**src/rtl/hiitb_pkg.sv**
```systemverilog
// ----------------------------------------------------------------------------
// hiitb_pkg
// Shared types, register offsets and the power-on image of the I/O page.
// ----------------------------------------------------------------------------
package hiitb_pkg;

    localparam int PAGE_BYTES = 256;
    localparam int ADDR_W     = $clog2(PAGE_BYTES);

    // Fixed register offsets within the page.
    localparam logic [7:0] OFS_JOYPAD = 8'h00;
    localparam logic [7:0] OFS_DIV    = 8'h04;
    localparam logic [7:0] OFS_TIMA   = 8'h05;
    localparam logic [7:0] OFS_TMA    = 8'h06;
    localparam logic [7:0] OFS_FLAGS  = 8'h0F;
    localparam logic [7:0] OFS_LINE   = 8'h44;
    localparam logic [7:0] OFS_DMA    = 8'h46;
    localparam logic [7:0] OFS_ENABLE = 8'hFF;

    localparam logic [7:0] JOYP_SEL_DIR = 8'h20;
    localparam logic [7:0] JOYP_SEL_BTN = 8'h10;
    localparam logic [7:0] JOYP_DIR_VAL = ~JOYP_SEL_BTN;
    localparam logic [7:0] JOYP_BTN_VAL = ~JOYP_SEL_DIR;

    localparam logic [3:0] IRQ_SRC_MASK = 4'hF;
    localparam logic [7:0] FLAG_VBLANK  = 8'h01;
    localparam logic [7:0] FLAG_LCD     = 8'h02;
    localparam logic [7:0] FLAG_TIMER   = 8'h04;
    localparam logic [2:0] VECTOR_BASE  = 3'b010;

    localparam logic [8:0] LINE_COUNT    = 9'd154;
    localparam logic [7:0] VISIBLE_LINES = 8'd144;

    typedef enum logic [2:0] {
        OP_READ      = 3'd0,
        OP_WRITE     = 3'd1,
        OP_TIMER     = 3'd2,
        OP_LINE      = 3'd3,
        OP_DIVIDER   = 3'd4,
        OP_IRQ_CHECK = 3'd5,
        OP_LCD_FLAG  = 3'd6
    } t_op;

    typedef struct packed {
        logic [2:0] operation;
        logic [7:0] io_address;
        logic [7:0] write_data;
        logic       master_enable;
        logic       cpu_halted;
    } t_item;

    typedef struct packed {
        logic [7:0] read_data;
        logic       service_taken;
        logic [7:0] service_vector;
        logic       wake_only;
        logic       draw_line;
        logic       dma_start;
        logic [7:0] dma_page;
    } t_result;

    typedef struct packed {
        logic              rd_en;
        logic              wr_en;
        logic [ADDR_W-1:0] addr;
        logic [7:0]        data;
    } t_page_req;

    localparam logic [7:0] POWER_ON [PAGE_BYTES] = '{
        8'hCF,8'h00,8'h7E,8'hFF,8'hD3,8'h00,8'h00,8'hF8,
        8'hFF,8'hFF,8'hFF,8'hFF,8'hFF,8'hFF,8'hFF,8'hE1,
        8'h80,8'hBF,8'hF3,8'hFF,8'hBF,8'hFF,8'h3F,8'h00,
        8'hFF,8'hBF,8'h7F,8'hFF,8'h9F,8'hFF,8'hBF,8'hFF,
        8'hFF,8'h00,8'h00,8'hBF,8'h77,8'hF3,8'hF1,8'hFF,
        8'hFF,8'hFF,8'hFF,8'hFF,8'hFF,8'hFF,8'hFF,8'hFF,
        8'h71,8'h72,8'hD5,8'h91,8'h58,8'hBB,8'h2A,8'hFA,
        8'hCF,8'h3C,8'h54,8'h75,8'h48,8'hCF,8'h8F,8'hD9,
        8'h00,8'h80,8'h00,8'h00,8'h00,8'h00,8'hFF,8'hFC,
        8'hFF,8'hFF,8'h00,8'h00,8'hFF,8'hFF,8'hFF,8'hFF,
        8'hFF,8'hFF,8'hFF,8'hFF,8'hFF,8'hFF,8'hFF,8'hFF,
        8'hFF,8'hFF,8'hFF,8'hFF,8'hFF,8'hFF,8'hFF,8'hFF,
        8'hFF,8'hFF,8'hFF,8'hFF,8'hFF,8'hFF,8'hFF,8'hFF,
        8'hFF,8'hFF,8'hFF,8'hFF,8'hFF,8'hFF,8'hFF,8'hFF,
        8'hFF,8'hFF,8'hFF,8'hFF,8'hFF,8'hFF,8'hFF,8'hFF,
        8'hFF,8'hFF,8'hFF,8'hFF,8'hFF,8'hFF,8'hFF,8'hFF,
        8'h2B,8'h0B,8'h64,8'h2F,8'hAF,8'h15,8'h60,8'h6D,
        8'h61,8'h4E,8'hAC,8'h45,8'h0F,8'hDA,8'h92,8'hF3,
        8'h83,8'h38,8'hE4,8'h4E,8'hA7,8'h6C,8'h38,8'h58,
        8'hBE,8'hEA,8'hE5,8'h81,8'hB4,8'hCB,8'hBF,8'h7B,
        8'h59,8'hAD,8'h50,8'h13,8'h5E,8'hF6,8'hB3,8'hC1,
        8'hDC,8'hDF,8'h9E,8'h68,8'hD7,8'h59,8'h26,8'hF3,
        8'h62,8'h54,8'hF8,8'h36,8'hB7,8'h78,8'h6A,8'h22,
        8'hA7,8'hDD,8'h88,8'h15,8'hCA,8'h96,8'h39,8'hD3,
        8'hE6,8'h55,8'h6E,8'hEA,8'h90,8'h76,8'hB8,8'hFF,
        8'h50,8'hCD,8'hB5,8'h1B,8'h1F,8'hA5,8'h4D,8'h2E,
        8'hB4,8'h09,8'h47,8'h8A,8'hC4,8'h5A,8'h8C,8'h4E,
        8'hE7,8'h29,8'h50,8'h88,8'hA8,8'h66,8'h85,8'h4B,
        8'hAA,8'h38,8'hE7,8'h6B,8'h45,8'h3E,8'h30,8'h37,
        8'hBA,8'hC5,8'h31,8'hF2,8'h71,8'hB4,8'hCF,8'h29,
        8'hBC,8'h7F,8'h7E,8'hD0,8'hC7,8'hC3,8'hBD,8'hCF,
        8'h59,8'hEA,8'h39,8'h01,8'h2E,8'h00,8'h69,8'h00
    };

endpackage

```
**src/rtl/handheld_io_interrupt_timer_block.sv**
```systemverilog
// ----------------------------------------------------------------------------
// handheld_io_interrupt_timer_block
// I/O register page with timer, divider, line counter and interrupt dispatch.
// ----------------------------------------------------------------------------
//  Channel  Direction  Handshake                  Payload
//  input    in         i_in_valid / o_in_ready    i_in_item   (t_item)
//  output   out        o_out_valid / i_out_ready  o_out_item  (t_result)
//
//  One transaction is accepted per cycle unless the output stalls; its result
//  is valid once it has passed the input register and the result register.
//  The input register and the page memory read register load together at
//  acceptance; the result register loads when the input stage advances. Plain
//  page bytes are written at acceptance. Per-entry written bits make the page
//  read its power-on image, so no clearing pass is needed. A stalled output
//  holds the pipeline and drops o_in_ready once the input stage is occupied.
// ----------------------------------------------------------------------------
module handheld_io_interrupt_timer_block
    import hiitb_pkg::*;
(
    input  logic    i_clk,
    input  logic    i_rst_n,
    input  logic    i_in_valid,
    output logic    o_in_ready,
    input  t_item   i_in_item,
    output logic    o_out_valid,
    input  logic    i_out_ready,
    output t_result o_out_item
);

    logic      r_s1_valid;
    t_item     r_s1_item;
    logic      r_out_valid;
    t_result   r_out;
    logic      advance;
    logic      accept;
    t_page_req page_req;
    logic [7:0] page_byte;

    logic [7:0] r_joyp, r_div, r_tima, r_tma, r_flags, r_line, r_enable;
    logic [7:0] n_joyp, n_div, n_tima, n_tma, n_flags, n_line, n_enable;
    t_result    n_out;

    logic [7:0] tima_inc;
    logic [8:0] line_sum;
    logic [8:0] line_wrap;
    logic [7:0] line_next;
    logic [3:0] pending;

    assign advance    = r_s1_valid && (!r_out_valid || i_out_ready);
    assign o_in_ready = !r_s1_valid || advance;
    assign accept     = i_in_valid && o_in_ready;

    // Plain bytes are stored as written, so the store is updated at acceptance.
    always_comb begin
        page_req.rd_en = accept;
        page_req.wr_en = accept && (t_op'(i_in_item.operation) == OP_WRITE);
        page_req.addr  = i_in_item.io_address[ADDR_W-1:0];
        page_req.data  = i_in_item.write_data;
    end

    hiitb_page u_page (
        .i_clk     (i_clk),
        .i_rst_n   (i_rst_n),
        .i_req     (page_req),
        .o_rd_byte (page_byte)
    );

    assign tima_inc  = r_tima + 8'd1;
    assign line_sum  = {1'b0, r_line} + 9'd1;
    assign line_wrap = line_sum - LINE_COUNT;
    assign line_next = (line_sum >= LINE_COUNT) ? line_wrap[7:0] : line_sum[7:0];
    assign pending   = r_flags[3:0] & r_enable[3:0] & IRQ_SRC_MASK;

    always_comb begin
        n_joyp   = r_joyp;
        n_div    = r_div;
        n_tima   = r_tima;
        n_tma    = r_tma;
        n_flags  = r_flags;
        n_line   = r_line;
        n_enable = r_enable;
        n_out    = '0;
        case (t_op'(r_s1_item.operation))
            OP_READ: begin
                case (r_s1_item.io_address)
                    OFS_JOYPAD: n_out.read_data = r_joyp;
                    OFS_DIV:    n_out.read_data = r_div;
                    OFS_TIMA:   n_out.read_data = r_tima;
                    OFS_TMA:    n_out.read_data = r_tma;
                    OFS_FLAGS:  n_out.read_data = r_flags;
                    OFS_LINE:   n_out.read_data = r_line;
                    OFS_ENABLE: n_out.read_data = r_enable;
                    default:    n_out.read_data = page_byte;
                endcase
            end
            OP_WRITE: begin
                case (r_s1_item.io_address)
                    OFS_JOYPAD: begin
                        if (r_s1_item.write_data == JOYP_SEL_DIR) begin
                            n_joyp = JOYP_DIR_VAL;
                        end else if (r_s1_item.write_data == JOYP_SEL_BTN) begin
                            n_joyp = JOYP_BTN_VAL;
                        end else begin
                            n_joyp = r_s1_item.write_data;
                        end
                    end
                    OFS_DIV:    n_div    = '0;
                    OFS_TIMA:   n_tima   = r_s1_item.write_data;
                    OFS_TMA:    n_tma    = r_s1_item.write_data;
                    OFS_FLAGS:  n_flags  = r_s1_item.write_data;
                    OFS_LINE:   n_line   = '0;
                    OFS_ENABLE: n_enable = r_s1_item.write_data;
                    OFS_DMA: begin
                        n_out.dma_start = 1'b1;
                        n_out.dma_page  = r_s1_item.write_data;
                    end
                    default: ;
                endcase
            end
            OP_TIMER: begin
                if (tima_inc == 8'd0) begin
                    n_tima  = r_tma;
                    n_flags = r_flags | FLAG_TIMER;
                end else begin
                    n_tima = tima_inc;
                end
            end
            OP_LINE: begin
                n_line = line_next;
                if (line_next < VISIBLE_LINES) begin
                    n_out.draw_line = 1'b1;
                end else if (line_next == VISIBLE_LINES) begin
                    n_flags = r_flags | FLAG_VBLANK;
                end
            end
            OP_DIVIDER: n_div = r_div + 8'd1;
            OP_IRQ_CHECK: begin
                if (pending != 4'd0) begin
                    if (r_s1_item.master_enable) begin
                        n_out.service_taken = 1'b1;
                        // The lowest pending source wins.
                        if (pending[0]) begin
                            n_flags[0] = 1'b0;
                            n_out.service_vector = {VECTOR_BASE, 2'd0, 3'b000};
                        end else if (pending[1]) begin
                            n_flags[1] = 1'b0;
                            n_out.service_vector = {VECTOR_BASE, 2'd1, 3'b000};
                        end else if (pending[2]) begin
                            n_flags[2] = 1'b0;
                            n_out.service_vector = {VECTOR_BASE, 2'd2, 3'b000};
                        end else begin
                            n_flags[3] = 1'b0;
                            n_out.service_vector = {VECTOR_BASE, 2'd3, 3'b000};
                        end
                    end else if (r_s1_item.cpu_halted) begin
                        n_out.wake_only = 1'b1;
                    end
                end
            end
            OP_LCD_FLAG: n_flags = r_flags | FLAG_LCD;
            default: ;
        endcase
    end

    always_ff @(posedge i_clk) begin
        if (!i_rst_n) begin
            r_s1_valid  <= 1'b0;
            r_out_valid <= 1'b0;
            r_joyp      <= POWER_ON[OFS_JOYPAD];
            r_div       <= POWER_ON[OFS_DIV];
            r_tima      <= POWER_ON[OFS_TIMA];
            r_tma       <= POWER_ON[OFS_TMA];
            r_flags     <= POWER_ON[OFS_FLAGS];
            r_line      <= POWER_ON[OFS_LINE];
            r_enable    <= POWER_ON[OFS_ENABLE];
        end else begin
            if (accept) begin
                r_s1_valid <= 1'b1;
            end else if (advance) begin
                r_s1_valid <= 1'b0;
            end
            if (advance) begin
                r_out_valid <= 1'b1;
                r_joyp      <= n_joyp;
                r_div       <= n_div;
                r_tima      <= n_tima;
                r_tma       <= n_tma;
                r_flags     <= n_flags;
                r_line      <= n_line;
                r_enable    <= n_enable;
            end else if (i_out_ready) begin
                r_out_valid <= 1'b0;
            end
        end
    end

    always_ff @(posedge i_clk) begin
        if (accept) begin
            r_s1_item <= i_in_item;
        end
        if (advance) begin
            r_out <= n_out;
        end
    end

    assign o_out_valid = r_out_valid;
    assign o_out_item  = r_out;

endmodule

```
**src/rtl/hiitb_page.sv**
```systemverilog
// ----------------------------------------------------------------------------
// hiitb_page
// Byte store for the plain registers of the I/O page, with power-on image.
// ----------------------------------------------------------------------------
module hiitb_page
    import hiitb_pkg::*;
(
    input  logic      i_clk,
    input  logic      i_rst_n,
    input  t_page_req i_req,
    output logic [7:0] o_rd_byte
);

    logic [7:0]            r_mem [PAGE_BYTES];
    logic [PAGE_BYTES-1:0] r_written;
    logic [7:0]            r_q;
    logic                  r_hit;
    logic [ADDR_W-1:0]     r_addr;

    always_ff @(posedge i_clk) begin
        if (i_req.wr_en) begin
            r_mem[i_req.addr] <= i_req.data;
        end
        if (i_req.rd_en) begin
            r_q    <= r_mem[i_req.addr];
            r_addr <= i_req.addr;
        end
    end

    // An entry never written since reset still reads as its power-on value.
    always_ff @(posedge i_clk) begin
        if (!i_rst_n) begin
            r_written <= '0;
            r_hit     <= 1'b0;
        end else begin
            if (i_req.wr_en) begin
                r_written[i_req.addr] <= 1'b1;
            end
            if (i_req.rd_en) begin
                r_hit <= r_written[i_req.addr];
            end
        end
    end

    assign o_rd_byte = r_hit ? r_q : POWER_ON[r_addr];

endmodule
```
**config.mk**
```make
export PLATFORM = sky130hd
export DESIGN_NAME = handheld_io_interrupt_timer_block
export DESIGN_NICKNAME = d
export VERILOG_FILES = /design/src/rtl/hiitb_pkg.sv /design/src/rtl/handheld_io_interrupt_timer_block.sv /design/src/rtl/hiitb_page.sv
export SDC_FILE = /design/constraint.sdc
export NUM_CORES = 2
export LEC_CHECK = 0
export BUFFER_PORTS_ARGS = -buffer_cell sky130_fd_sc_hd__buf_2
export CORE_MARGIN = 4
export CORE_UTILIZATION = 25
export DETAILED_ROUTE_END_ITERATION = 16
export HOLD_SLACK_MARGIN = 0.03
export SLEW_MARGIN = 20
export SYNTH_ARGS = -nofsm -noshare
export SYNTH_HDL_FRONTEND = slang
export SYNTH_SLANG_ARGS = --single-unit
```
**constraint.sdc**
```tcl
create_clock -name i_clk -period 9.3 [get_ports i_clk]
set_input_delay 0.465 -clock i_clk [delete_from_list [all_inputs] [get_ports i_clk]]
set_output_delay 0.465 -clock i_clk [all_outputs]
set_load 0.02 [all_outputs]
```
== Word level (Yosys, flattened, before mapping) ==
Memories as Yosys holds them, arrays and structs flattened. A register that Yosys moved wholly into a read port is not among the register bits.
Index checks and enable logic that the tools add are counted.

* ROM bits: 2,048
* Latch bits: 0
* Register bits: 364
* Input bits: 25
* Output and inout port bits: 30
* Word-level logic and storage cells: 164
* Memories kept: 2
* Bits in writable memories: 2,048

{| class="wikitable"
|+ Memories
! name !! words !! bits a word !! rd ports !! clocked after Yosys merged registers in !! wr ports !! line !! RTL
|-
| (no name shown) || 256 || 8 || 1 || 0 || 0 || hiitb_page.sv:45 || <nowiki>assign o_rd_byte = r_hit ? r_q : POWER_ON[r_addr];</nowiki>
|-
| u_page.r_mem || 256 || 8 || 1 || 1 || 1 || hiitb_page.sv:14 || <nowiki>logic [7:0] r_mem [PAGE_BYTES];</nowiki>
|}

* Shifts and indexed selects: 0
* $mul: 0
* Reduce and logical (&&, ||, !) cells: 38
* Bitwise logic cells: 9
* Magnitude comparators: 5
* Add/sub/neg operators: 4
* Mux-type cells: 45
* Equal/unequal tests: 32
* Divide/modulo/power cells: 0

{| class="wikitable"
|+ Operators by type and width
! kind !! number
|-
| bitwise OR 256 bit || 1
|-
| 2-to-1 mux 8 bit || 14
|-
| case mux 8 bit (7 select lines) || 1
|-
| case mux 8 bit (2 select lines) || 3
|-
| equality test 8 x 3 -> 1 bit (second input constant) || 3
|-
| != test 2 bit (second input constant) || 11
|-
| AND reduction 11 bit || 2
|-
| AND reduction 3 bit || 7
|-
| case mux 4 bit (5 select lines) || 1
|-
| 2-to-1 mux 9 bit || 2
|-
| adder 8 x 1 -> 8 bit (second input constant) || 2
|-
| equality test 8 x 7 -> 1 bit (second input constant) || 2
|-
| equality test 8 bit (second input constant) || 2
|-
| logical NOT 8 bit || 2
|-
| 2-to-1 mux 1 bit || 15
|-
| 2-to-1 mux 4 bit || 3
|-
| case mux 4 bit (3 select lines) || 1
|-
| nonzero test 2 bit || 6
|-
| AND reduction 10 bit || 1
|-
| adder 8 x 1 -> 9 bit (second input constant) || 1
|-
| equality test 3 bit (second input constant) || 3
|-
| >= comparator 9 x 8 -> 1 bit (second input constant) || 1
|-
| >= comparator 9 bit (second input constant) || 1
|-
| less-than comparator 8 x 9 -> 1 bit (second input constant) || 1
|-
| 28 further kinds || 47
|}

== Depth between registers and ports, before layout ==
* Word-level depth: 8
* Gate-level depth with buffers: 14
* Gate-level depth less buffers: 10

== By module ==
From an unflattened synthesis, not the netlist that was laid out.

* Cell total of the unflattened synthesis: 5,176
* Area, all modules: 96,781.6 um^2

{| class="wikitable"
|+ By module, submodules not included
! module !! area each (um^2) !! cells each !! seq. area each (um^2) !! instances
|-
| hiitb_page || 91,480.2 || 4,624 || 67,124.4 || 1
|-
| handheld_io_interrupt_timer_block || 5,301.3 || 552 || 2,482.4 || 1
|}

== Worst setup path before layout ==
OpenSTA, ideal clock, no wires.

* Kind: register to register
* From: register r_out_valid (netlist: o_out_valid)
* To: memory u_page.r_mem[22][0] (enable)
* Path buffers: 3
* Library setup time: 0.374 ns
* Path slack: 5.110 ns
* Data required time: 8.926 ns
* Arrival time: 3.817 ns
* Period minus slack after synthesis: 4.190 ns
* Stages on the path, launching flop included: 9
* Path through: dfxtp_1 nor2b_1 a21oi_1 and3_1 clkbuf_1 clkbuf_1 nand3_1 clkbuf_1 nor2_1

* Longest elaborated chain between the ends: 8

{| class="wikitable"
|+ Ends and longest elaborated chain
! element !! line !! RTL
|-
| start, declared || handheld_io_interrupt_timer_block.sv:32 || <nowiki>logic r_out_valid;</nowiki>
|-
| start signal, assigned || handheld_io_interrupt_timer_block.sv:168 || <nowiki>r_out_valid <= 1'b0;</nowiki>
|-
| start signal, assigned || handheld_io_interrupt_timer_block.sv:183 || <nowiki>r_out_valid <= 1'b1;</nowiki>
|-
| start signal, assigned || handheld_io_interrupt_timer_block.sv:192 || <nowiki>r_out_valid <= 1'b0;</nowiki>
|-
| logical NOT 1 bit || handheld_io_interrupt_timer_block.sv:49 || <nowiki>assign advance = r_s1_valid && (!r_out_valid || i_out_ready);</nowiki>
|-
| logical OR 1 bit || handheld_io_interrupt_timer_block.sv:49 ||
|-
| logical AND 1 bit || handheld_io_interrupt_timer_block.sv:49 ||
|-
| logical OR 1 bit || handheld_io_interrupt_timer_block.sv:50 || <nowiki>assign o_in_ready = !r_s1_valid || advance;</nowiki>
|-
| logical AND 1 bit || handheld_io_interrupt_timer_block.sv:51 || <nowiki>assign accept = i_in_valid && o_in_ready;</nowiki>
|-
| named net accept || handheld_io_interrupt_timer_block.sv:35 || <nowiki>logic accept;</nowiki>
|-
| logical AND 1 bit || handheld_io_interrupt_timer_block.sv:56 || <nowiki>page_req.wr_en = accept && (t_op'(i_in_item.operation) == OP_WRITE);</nowiki>
|-
| 2-to-1 mux 1 bit || hiitb_page.sv:21 || <nowiki>if (i_req.wr_en) begin</nowiki>
|-
| 2-to-1 mux 1 bit (not written as such) || hiitb_page.sv:22 || <nowiki>r_mem[i_req.addr] <= i_req.data;</nowiki>
|-
| end, declared || hiitb_page.sv:14 ||
|}

The timed path passes the listed nets, and every way through them passes these cells.

==> impl_metrics.ini <==
[synth]
ys.flop_type = edfxtp_1
ys_seq_area_frac = 0.722
syn_inst = 5012
synth_top_family_by_area = multiplexers
synth_top_area_frac = 0.657
synth.area.top_cells = edfxtp_1 (66%), mux4_2 (16%), dfxtp_1 (6.6%)
ys_ff_latch = 2415
synth_mux_area_frac = 0.166
avgSynthCellArea_um2 = 19.2
synth-compound-area-share = 0.0530
yosysWarnings = 0
synthSimpleGateAreaFrac = 0.0353
synthTopCellsByCount = edfxtp_1 (2100), mux4_2 (692), nor2_1 (333)
synthXorXnorAreaFrac = 0.00210
synth_cell_types = 77
synth_edf_count = 2100
yosysMostFrequentCell = edfxtp_1
synth_largest_area_cell = edfxtp_1
syn_area_um2 = 96000
async_reset_ff_frac = 0
synthAdderAreaFrac = 0.00235

[timing]
clock.fmax_mhz = 235
worst_pin_slew_ns = 1.17
relSlewSlack = 0.215
post-route-period-util = 0.458
tns_ns = 0
hold_slack_ns = 0.0693
final_hold_viol_count = 0
rsz0062_at_grt = no
slew_viol_final = 0
setup_violations = 0
fin_crit_ns = 4.26
clock-skew-final_ns = 0.141

[finish]
drive_gt1_frac = 0.234
antenna_cells = 0
layout.nets = 5111
areaGrowthSynthToFinish_pct = 14.4

[route]
dr.pass1.iters = 7
dr.first_iter.drc_count = 6549
vias = 50100
viasPerCell = 4.86
wl_per_cell_um = 24.3
drt_wl_total_mm = 251
post-route-drc-count = 0
antenna_left = 0

[clock_network]
cts_tree = built
cts_setup_buffers = 0
numCtsBuffers = 239
clk_latency_ns = 0.95
root_buffer = clkbuf_16
cts_max_level = 4
cts_buffer_depth = 4
path_clk_slew_ns = 0.07
cts_num_sinks = 2415

[worst_setup_path]
cp_max_fo = 109
crit_arrival_ns = 4.87
crit_type = in -> reg
endpoint_kind = flip-flop
required_ns = 9.91
cp-start-kind = input port

[outcome]
status = complete, no violations

[global_routing]
antenna_found_initial = 5
grt_pass1_wl_mm = 364
grt_pass1_vias = 50000
track_usage = 0.124
grt_remaining_overflow = 0
grt_max_degree = 127

[die]
die-area_um2 = 394000
start_util = 0.251
ios = 55
dieHeight_um = 628
coreArea_um2 = 383000
fp-row-count = 227
die_width_um = 628

[placed_design]
gp_congestion = 0.896
io_buffers = 49
dpl.hpwl_mm = 152

[pwr]
p_leak_nw = 33.4
power_density_nw_per_um2 = 206
ir_worst_vdd_mv = 0.167

[run]
cap_violations = 0

[hold_path]
hp-class = in -> reg
-- cell usage in the layout (no fill, tap or decap), drive strengths merged, types with 13 or more instances in the layout --
cell type,instances
nand3,88
a21boi,24
clkbuf,348
bufinv,20
o21ai,75
nor2b,45
inv,26
and3,13
a221oi,27
o21a,262
edfxtp,2100
nor3,33
buf,129
nand2,152
o22ai,16
xnor2,14
nand2b,24
a22o,24
a21oi,86
ha,18
a31oi,26
a22oi,54
mux2i,34
dfxtp,315
a211oi,19
clkinv,76
and2,19
mux4,692
nor2,333
-- routing by layer --
layer  up-vias  wire length, um  GRT usage
met2      2227           116000      0.194
met3       463            21400     0.0300
li1      20700                -          -
met1     26700           106000      0.171
met5         -               56          0
met4        10             7610     0.0344
-- metrics by stage --
step	instance area [um2]	util	total power [mW]	instances	worst slack [ns]
final	110000	0.287	22.7	10300	5.04
after floorplan	96000	-	12.7	5016	5.11
after global routing	110000	0.287	23.4	10300	4.96
after detailed placement	102000	0.266	13.2	9857	4.33
after CTS	110000	0.287	22.8	10300	5.27
after global placement	102000	0.266	13.2	9856	4.31
-- sequential cells by signal, indices dropped and copies added, names as in the netlist --
| name | cells |
|---|---|
| r_s1_valid | 1 |
| u_page.r_mem | 2048 |
| u_page.r_hit | 1 |
| r_tma | 8 |
| r_enable | 8 |
| r_flags | 8 |
| r_s1_item | 13 |
| o_out_valid | 1 |
| r_div | 8 |
| o_out_item | 23 |
| r_tima | 8 |
| r_joyp | 8 |
| u_page.r_q | 8 |
| r_line | 8 |
| u_page.r_addr | 8 |
| u_page.r_written | 256 |
-- critical path, stage by stage --
cell	delay (ns)
buf_8	0.33
buf_12	0.46
buf_4	0.79
mux4_2	0.41
mux4_2	0.53
a221oi_1	0.81
o22ai_1	0.22
or3_1	0.41
-- cells by family (layout without fill, tap and decap cells) --
kind of cell | Yosys count | after routing
DFF | 2415 | 2415
and+or+nand+nor | 754 | 754
muxes | 731 | 731
AOI/OAI and AO/OA | 713 | 713
buffers and inverters | 357 | 611
xor gates and xnor gates | 23 | 23
adders and majority gates | 18 | 18
other | 1 | 5
-- where the power goes --
part	total [mW]	switching (mW)	leakage, nW	internal [mW]
combinational	1.18	0.769	8.11	0.410
clock	9.66	4.09	3.84	5.57
sequential	11.8	0.0313	21.4	11.8
-- final cells by class --
class,count,area (um2)
timing repair buffer,146,1220
multi-input combinational,2244,25100
sequential,2415,69400
tap,5038,6300
fill,37200,273000
clock inverter,104,1140
clock buffer,339,6710
inverter,22,82.6
-- worst paths after layout --
kind | from | end | slack [ns] | cells after the start
worst max-delay path | i_in_item[11] | u_page.r_q[2]$_DFFE_PP_ | 5.04 | 8
worst min-delay path | i_in_item[12] | u_page.r_addr[2]$_DFFE_PP_ | 0.07 | 1
worst max register to register | u_page.r_addr[5]$_DFFE_PP_ | o_out_item[26]$_SDFFCE_PP0P_ | 5.22 | 8
worst min register to register | u_page.r_written[182]$_SDFFE_PN0P_ | u_page.r_written[182]$_SDFFE_PN0P_ | 0.46 | 1
-- what timing repair did --
action                                 4_1_cts  5_1_grt
hold buffers                                 8        0
endpoints found under the hold margin        7        0
setup endpoints to repair                    0        0
gates resized for setup                      0        0
(Power assumes the default switching activity.)
